===== config.mk =====
export PLATFORM = sky130hd
export DESIGN_NAME = nca_front
export DESIGN_NICKNAME = d
export VERILOG_FILES = /design/src/rtl/core/nca_pkg.sv /design/src/rtl/core/nca_front.sv
export SDC_FILE = /design/constraint.sdc
export NUM_CORES = 1
export LEC_CHECK = 0
export BUFFER_PORTS_ARGS = -buffer_cell sky130_fd_sc_hd__buf_2
export CORE_ASPECT_RATIO = 0.6
export CORE_MARGIN = 2
export CORE_UTILIZATION = 30
export DETAILED_ROUTE_END_ITERATION = 16
export HOLD_SLACK_MARGIN = 0.06
export SLEW_MARGIN = 20
export SYNTH_ARGS = -nofsm -noshare
export SYNTH_HDL_FRONTEND = slang
export SYNTH_SLANG_ARGS = --single-unit

===== constraint.sdc =====
create_clock -name clk -period 3 [get_ports clk]
set_input_delay 0.45 -clock clk [delete_from_list [all_inputs] [get_ports clk]]
set_output_delay 0.45 -clock clk [all_outputs]
set_load 0.02 [all_outputs]

===== src/rtl/core/nca_pkg.sv =====
// Shared types and constants for the nearest-centroid assignment block.
// Used by nca_front, nca_back and nearest_centroid_assign_top; no dependencies.
package nca_pkg;

  localparam int DEF_MAX_CLUSTERS = 16;
  localparam int DEF_MAX_FEATURES = 16;

  // Index fields in the command queue are sized for the largest parameter values.
  localparam int IDX_W  = 8;
  localparam int VAL_W  = 16;
  localparam int ACC_W  = 48;
  localparam int WCSS_W = 63;
  localparam int CFG_W  = 5;
  localparam int QDEPTH = 2;

  localparam logic [CFG_W-1:0] ACTIVE_RESET = 5'd16;

  localparam logic [1:0] OP_LOAD  = 2'd0;
  localparam logic [1:0] OP_POINT = 2'd1;
  localparam logic [1:0] OP_CLEAR = 2'd2;

  typedef struct packed {
    logic [1:0]       kind;
    logic [IDX_W-1:0] csel;
    logic [IDX_W-1:0] fsel;
    logic [VAL_W-1:0] value;
    logic             add;
    logic             last;
  } cmd_t;

endpackage


===== src/rtl/core/nca_front.sv =====
// Front end: accepts requests, drops those with no effect, queues the rest.
// Depends on nca_pkg.
module nca_front import nca_pkg::*; #(
  parameter int MAX_CLUSTERS = DEF_MAX_CLUSTERS,
  parameter int MAX_FEATURES = DEF_MAX_FEATURES
) (
  input  logic        clk,
  input  logic        rst,
  input  logic        in_valid,
  output logic        in_ready,
  input  logic [1:0]  op,
  input  logic [3:0]  cluster_sel,
  input  logic [3:0]  feature_sel,
  input  logic signed [15:0] value,
  input  logic        value_ok,
  input  logic        last_feature,
  output logic        q_valid,
  output cmd_t        q_cmd,
  input  logic        q_pop
);

  localparam int QAW = (QDEPTH > 1) ? $clog2(QDEPTH) : 1;

  cmd_t             cmd;
  logic             keep;
  logic             csel_ok;
  logic             fsel_ok;
  logic             push;
  cmd_t             q_mem [QDEPTH];
  logic [QAW-1:0]   wr_ptr;
  logic [QAW-1:0]   rd_ptr;
  logic [QAW:0]     count;
  logic [QAW:0]     count_next;

  always_comb begin
    csel_ok    = 9'(cluster_sel) < 9'(MAX_CLUSTERS);
    fsel_ok    = 9'(feature_sel) < 9'(MAX_FEATURES);
    cmd.kind   = op;
    cmd.csel   = IDX_W'(cluster_sel);
    cmd.fsel   = IDX_W'(feature_sel);
    cmd.value  = value;
    cmd.add    = value_ok && fsel_ok;
    cmd.last   = last_feature;
    unique case (op)
      OP_LOAD:  keep = csel_ok && fsel_ok;
      OP_POINT: keep = cmd.add || last_feature;
      OP_CLEAR: keep = 1'b1;
      default:  keep = 1'b0;
    endcase
  end

  assign in_ready = count != (QAW+1)'(QDEPTH);
  assign push     = in_valid && in_ready && keep;
  assign q_valid  = count != '0;
  assign q_cmd    = q_mem[rd_ptr];

  always_comb begin
    count_next = count;
    priority if (push && !q_pop) begin
      count_next = count + 1'b1;
    end else if (q_pop && !push) begin
      count_next = count - 1'b1;
    end
  end

  always_ff @(posedge clk) begin
    if (rst) begin
      wr_ptr <= '0;
      rd_ptr <= '0;
      count  <= '0;
    end else begin
      count <= count_next;
      if (push) begin
        wr_ptr <= (wr_ptr == QAW'(QDEPTH - 1)) ? '0 : wr_ptr + 1'b1;
      end
      if (q_pop) begin
        rd_ptr <= (rd_ptr == QAW'(QDEPTH - 1)) ? '0 : rd_ptr + 1'b1;
      end
    end
  end

  always_ff @(posedge clk) begin
    if (push) begin
      q_mem[wr_ptr] <= cmd;
    end
  end

endmodule


# After elaboration in Yosys (flattened, before gate mapping)

Memory sizes are Yosys's and may differ from the RTL's. A register that Yosys moved wholly into a read port is not among the register bits.
Cells that the tools add are included.

Register bits after elaboration: 4
Latch bits: 0
Bits in writable memories: 56
Memory bits (read-only): 0
Input bits: 32
Output and inout port bits: 38
Logic and storage cells: 31
Memories kept: 1

Memory list:

| name  | words | width | rd ports | clocked after memory_dff | write ports | line            | source |
|---|---|---|---|---|---|---|---|
| q_mem | 2     | 28    | 1        | 1                        | 1           | nca_front.sv:29 | `cmd_t q_mem [QDEPTH];` |

Add/subtract/negate cells: 4
Multiply operators: 0
Divide/modulo/power cells: 0
Magnitude comparators: 0
Eq/ne operators: 3
Shifts and indexed selects: 0
Mux-type cells: 9
Bitwise logic cells: 0
Reduce and logical (&&, ||, !) cells: 11

Operator list:

| operator                                                            | number |
|---|---|
| 1-bit two-way mux                                                   | 6 |
| 1-bit logical AND                                                   | 4 |
| 2-bit two-way mux                                                   | 2 |
| 2-bit nonzero test                                                  | 2 |
| 1-bit adder (second input constant)                                 | 2 |
| 2-bit by 1-bit adder with 2-bit output (second input constant)      | 1 |
| 2-bit by 1-bit == test with 1-bit output (second input constant)    | 1 |
| 2-bit == test (second input constant)                               | 1 |
| 1-bit logical NOT                                                   | 2 |
| 2-bit logical NOT                                                   | 1 |
| 2-bit inequality test (second input constant)                       | 1 |
| 1-bit one-hot mux with 2 select lines                               | 1 |
| 2-bit OR reduction                                                  | 1 |
| 2-bit by 1-bit subtractor with 2-bit output (second input constant) | 1 |
| 1-bit logical OR                                                    | 1 |

# Depth between registers and ports, before layout

Gate-level depths: netlist (run 1).

Depth after elaboration: 8
Gate-level depth with buffers: 6

# Least setup slack after synthesis (run 1)

OpenSTA, ideal clock, no wires.

Path type: register to register
Start point: register count[0]
End point: memory q_mem[0][0] in the netlist's numbering, enable pin
Library setup time: 416 ps
Arrival time: 2155 ps
Setup slack: 429 ps
Stages on the path, launching flop included: 4
Buffers on the path: 0
Period minus slack after synthesis: 2571 ps
Cell sequence: dfxtp_1 nand2b_1 o211a_4 nor2b_1

Longest elaborated chain between the ends: 5

Ends and longest elaborated chain:

| item                                    | line            | source |
|---|---|---|
| start, declared                         | nca_front.sv:32 | `logic [QAW:0] count;` |
| start signal, assigned                  | nca_front.sv:72 | `count <= count_next;` |
| 2-bit inequality test                   | nca_front.sv:52 | `assign in_ready = count != (QAW+1)'(QDEPTH);` |
| net in_ready                            | nca_front.sv:10 | `output logic in_ready,` |
| 1-bit logical AND (2 in a row)          | nca_front.sv:53 | `assign push = in_valid && in_ready && keep;` |
| 1-bit two-way mux                       | nca_front.sv:83 | `if (push) begin` |
| 1-bit two-way mux (not written as such) | nca_front.sv:84 | `q_mem[wr_ptr] <= cmd;` |
| end, declared                           | nca_front.sv:29 |  |

The timed path passes the listed nets, and every way through them passes these cells.

==> metrics, run 1 <==
Final HPWL DP=2.701 mm; Pleak=roughly 1.2 nW; Setup Buffers After CTS=0; Max Slew Vio Count=0; post_cts resized=0; pre-CTS WS=1132 ps; top-count cell post-synth=edfxtp_1; CP Buf/Inv Count=2; fin crit share=0.7175; Area growth, synth to finish=30.47%; CORE AREA=roughly 7400 um^2; Async SR Flop Fraction=0; worst setup path category=flip-flop to primary output; RSZ-0062 raised after global routing=false; CTS Buf Count=9; initial antenna violation count=0; clock sink count=~60; Hold WS=between 300 and 400 ps; GPL Wtd Cong=0.6786; number of global-route vias before repair=1,183; CTS tree=done; total power=about 2.3 mW; XOR/XNOR Fraction of Synth Area=0.01127; via density per instance=a little over 4; max-cap violation count=0; Initial Util=0.3157; Peak supply drop=slightly above 0.4 mV; final WL=between 4 and 5 mm; post-synthesis compound-gate area fraction=0.01609; Total GRT Usage=0.1039; clk_skew=around 5.1 ps; setup_tns=0 ps; CP Capture Type=primary output; Synth Flop Type=edfxtp_1; worst skew pair latency=about 320 ps; Post-synth EDFFs=56; post-synth top area cell=edfxtp_1; simple-gate portion of the synthesized area=0.02253; largest cells by area after synthesis=edfxtp_1 72%, mux2_2 14%, dfxtp_1 4.3%; Power Density=between 700 and 800 nW/um^2; Die Y=just over 70 um; DRC viols=0; crit path max-delay cell type=dfxtp_1; final hold violation count=0; Synth top cells by count=56 x edfxtp_1, 28 x mux2_2, 10 x buf_4; CP Launch Type=flip-flop; Rows=24; Mapped Area=approximately 2300 um^2; Synth Instances=122; IO Count=70; total congestion overflow=0; Fillers=slightly above 700; clock root buffer=clkbuf_16; chip width=approximately 120 um; Critical Path Fanout Max=12; PnR worst setup slack=847.5 ps; Post-DRT Antenna Nets=0; IO buf count=61; Max clock buf depth=2; DRT iter0 DRCs=52; Synth Area per Inst=between 15 and 20 um^2; number of antenna diodes=0; cts hold-fix bufs=0; wire per inst=approximately 13 um; first-pass GRT wire length=around 6.2 mm; status=finished clean; area of the multi-input gates=roughly 490 um^2; Yosys top cell area share=0.7210; Seq/Total Area, Yosys=0.7639; via count=between 1,000 and 1,500; Cell variety after synth=21; Setup Viol. Count Final=0; worst path cell trace=buf_4, mux2_2, buf_2; WP data arrival=~1700 ps; required time of the critical path=2550 ps; First-pass DRT Iterations=4; worst hold path class=input port to flip-flop; Highest Clock Rate=0.4646 GHz; YS warnings=0; final net count=around 230; Worst-path clk slew=approximately 50 ps; min Tclk post-route=2153 ps; largest net degree at the start of global routing=19; Max stage delay on crit path=around 550 ps; critical path's top delay family=flip-flops; share of cells above drive strength 1=0.5522; FF/Latch Area=around 1800 um^2; Synth Area in Adders=0.005365; register bit total from synthesis=61; Util after Layout=0.4119; largest family of logic cells by synthesized area=multiplexers; H-tree depth=3; mux cell area share after synthesis=0.1416; Die ar.=between 8000 and 9000 um^2
worst paths after layout:
kind	start	end	slack [ps]	depth (start not counted)
min reg2reg	count[1]	count[1]	500	2
max reg2reg	count[0]	count[1]	1460	5
max	flip-flop	q_cmd[5]	850	3
min	value[5]	q_mem[0][7]	320	1
cells in the final DEF (no fill, tap or decap), types with 2 or more instances in the layout:
master,count
clkbuf_1,3
buf_2,61
nor2_1,4
dfxtp_1,5
edfxtp_1,56
xor2_1,2
clkbuf_8,3
buf_4,6
mux2_2,28
clkbuf_16,9
inv_1,2
conb_1,8
cell type report:
class	count	share of cell area
Clock buffer	15	0.09128
Multi-Input combinational cell	55	0.1616
Sequential cell	61	0.5855
Inverter	2	0.002467
Timing Repair Buffer	67	0.1151
Clock inverter	1	0.001234
Tap cell	104	0.04276
registers in the layout (all words and copies together), names as in the netlist, named ones only:
register	flops
q_mem	56
rd_ptr	1
count	2
wr_ptr	1
per-stage QoR:
stage / std cells / instance area, um^2
after global placement: 289 / 2761
after global routing: 305 / 3043
after CTS: 305 / 3043
after detailed placement: 289 / 2761
final: 305 / 3043
after floorplan: 129 / 2359
worst register-to-register path, stage by stage (launching register included):
cell and delay (ps):
dfxtp_1 380, nand2b_1 160, o211a_4 190, ha_1 250
or3_1 350, a21oi_1 130
report_power, final:
group	leakage, nW	total [mW]	internal, mW	switching [mW]
combinational	0.480	0.317	0.131	0.186
clock	0.138	0.936	0.622	0.314
sequential	0.558	1.03	1.01	0.0233
total	1.18	2.28	1.76	0.523
kinds of logic after synthesis:
group,count (synthesis)
adder cells (fa/ha/maj),1
XOR/XNOR,3
AND/OR/NAND/NOR,10
buffers and inverters,13
multiplexers,29
other,1
flip-flops,61
AO/OA/AOI/OAI,4
layer usage:
metal / track usage / share of wire
met5: 0 / 0
met2: 0.1544 / 0.46
met4: 0.05622 / 0.015
met1: 0.1129 / 0.42
met3: 0.07075 / 0.10
(Power assumes the default switching activity.)
==> inputs of run 2 (changes only) <==
==> constraint.sdc (replaced) <==
create_clock -name clk -period 2.05 [get_ports clk]
set_input_delay 0.3075 -clock clk [delete_from_list [all_inputs] [get_ports clk]]
set_output_delay 0.3075 -clock clk [all_outputs]
set_load 0.02 [all_outputs]
==> run 2 against run 1 <==
  * Clock skew is essentially flat
  * Largest cell class unchanged
  * Power up 53%
  * Setup slack got worse by 540 ps
==> metrics, run 2 (synthesized netlist as in run 1, its figures left out) <==
commonest non-fill, non-tap cell in the layout=buf_2; Util after Layout=0.4155; clk_skew=approximately 5.6 ps; Final Instance Area=just over 3000 um^2; Die Y=around 72 um; number of antenna diodes=0; met1 WL=1.769 mm; total congestion overflow=0; DR WL met3=just under 400 um; Initial Util=0.3157; Max Slew Vio Count=0; DRC viols=0; crit path max-delay cell type=mux2_2; wire per inst=12.98 um; final WL=3.959 mm; Power Density=approximately 1100 nW/um^2; Max clock buf depth=2; Biggest register=q_mem; CTS tree=done; wire length on met2=about 1.7 mm; IO buf count=61; number of global-route vias before repair=~1,300; GPL Wtd Cong=roughly 0.67; Post-DRT Antenna Nets=0; most frequent cells in the layout=61 x buf_2, 56 x edfxtp_1, 28 x mux2_2, 9 x clkbuf_16, 8 x conb_1; Total GRT Usage=0.1077; Highest Clock Rate=0.5730 GHz; final net count=229; Placed Area=2761 um^2; CTS Buf Count=9; RSZ-0062 raised after global routing=false; Setup Viol. Count Final=0; worst path cell trace=buf_4, mux2_2, buf_2; Pleak=~1.2 nW; CP Launch Type=flip-flop; share of cells above drive strength 1=0.5622; via count=about 1,300; CORE AREA=roughly 7400 um^2; IO Count=70; min Tclk post-route=between 1500 and 2000 ps; max-cap violation count=0; post_cts resized=0; Critical Path Fanout Max=15; DRT iter0 DRCs=58; Final HPWL DP=around 2.7 mm; Top Layer Used=met4; largest net degree at the start of global routing=16; largest registers=q_mem x56, count x2; clock root buffer=clkbuf_16; cts hold-fix bufs=0; first-pass GRT wire length=approximately 6.6 mm; PnR worst setup slack=between 300 and 400 ps; initial antenna violation count=1; fin crit share=0.8514; Max stage delay on crit path=approximately 370 ps; worst hold path class=input port to flip-flop; critical path's top delay family=buffers and inverters; CP Buf/Inv Count=2; Area growth, synth to finish=31.60%; Die ar.=roughly 8500 um^2; via density per instance=around 4.1; pre-CTS WS=slightly above 300 ps; H-tree depth=3; Peak supply drop=~0.6 mV; First-pass DRT Iterations=4; required time of the critical path=about 1700 ps; WP data arrival=1440 ps; worst setup path category=flip-flop to primary output; max reg flops=between 50 and 60; final hold violation count=0; total power=about 3.5 mW; Rows=24; status=finished clean; Setup Buffers After CTS=0; clock sink count=between 60 and 70; setup_tns=0 ps; chip width=approximately 120 um; CP Capture Type=primary output; worst skew pair latency=roughly 320 ps; Worst-path clk slew=50 ps
==> run 2: path summary, 6_finish.rpt <==
path	slack, ps	to	cells past startpoint	startpoint
setup / recovery	300	q_cmd[11]	3	flip-flop
hold reg to reg	510	count[1]	2	count[1]
setup reg to reg	480	count[1]	5	count[0]
hold / removal	170	q_mem[1][8]	1	value[6]
==> run 2: area by class of cell <==
class / instances / area, um^2
clock buffers: 11 / 232.7
clock inverters: 5 / 75.07
fillers: 692 / 4318
inverters: 2 / 7.507
multi-input cells: 55 / 491.7
flip-flops and latches: 61 / 1782
well taps: 104 / 130.1
repair buffers: 67 / 350.3
==> run 2: power by group <==
group          total (mW)  switching (mW)  leakage [nW]  internal, mW
sequential           1.50          0.0291         0.558          1.47
combinational       0.466           0.275         0.480         0.191
clock                1.53           0.480         0.153          1.05
total                3.50           0.784          1.19          2.72
==> run 2: routing by layer <==
| metal | up-vias | GRT usage |
|---|---|---|
| li1 | 599 | - |
| met1 | 604 | 0.1244 |
| met2 | 51 | 0.1537 |
| met3 | 6 | 0.07075 |
| met4 | 0 | 0.05622 |
| met5 | - | 0 |
==> run 2: stage by stage <==
stage / instances / hold WS (ps)
floorplan: 129 / 376.6
global placement: 289 / 492.9
detailed placement: 289 / 499.1
CTS: 305 / 156.5
global route: 305 / 153.1
finish: 305 / 171.3
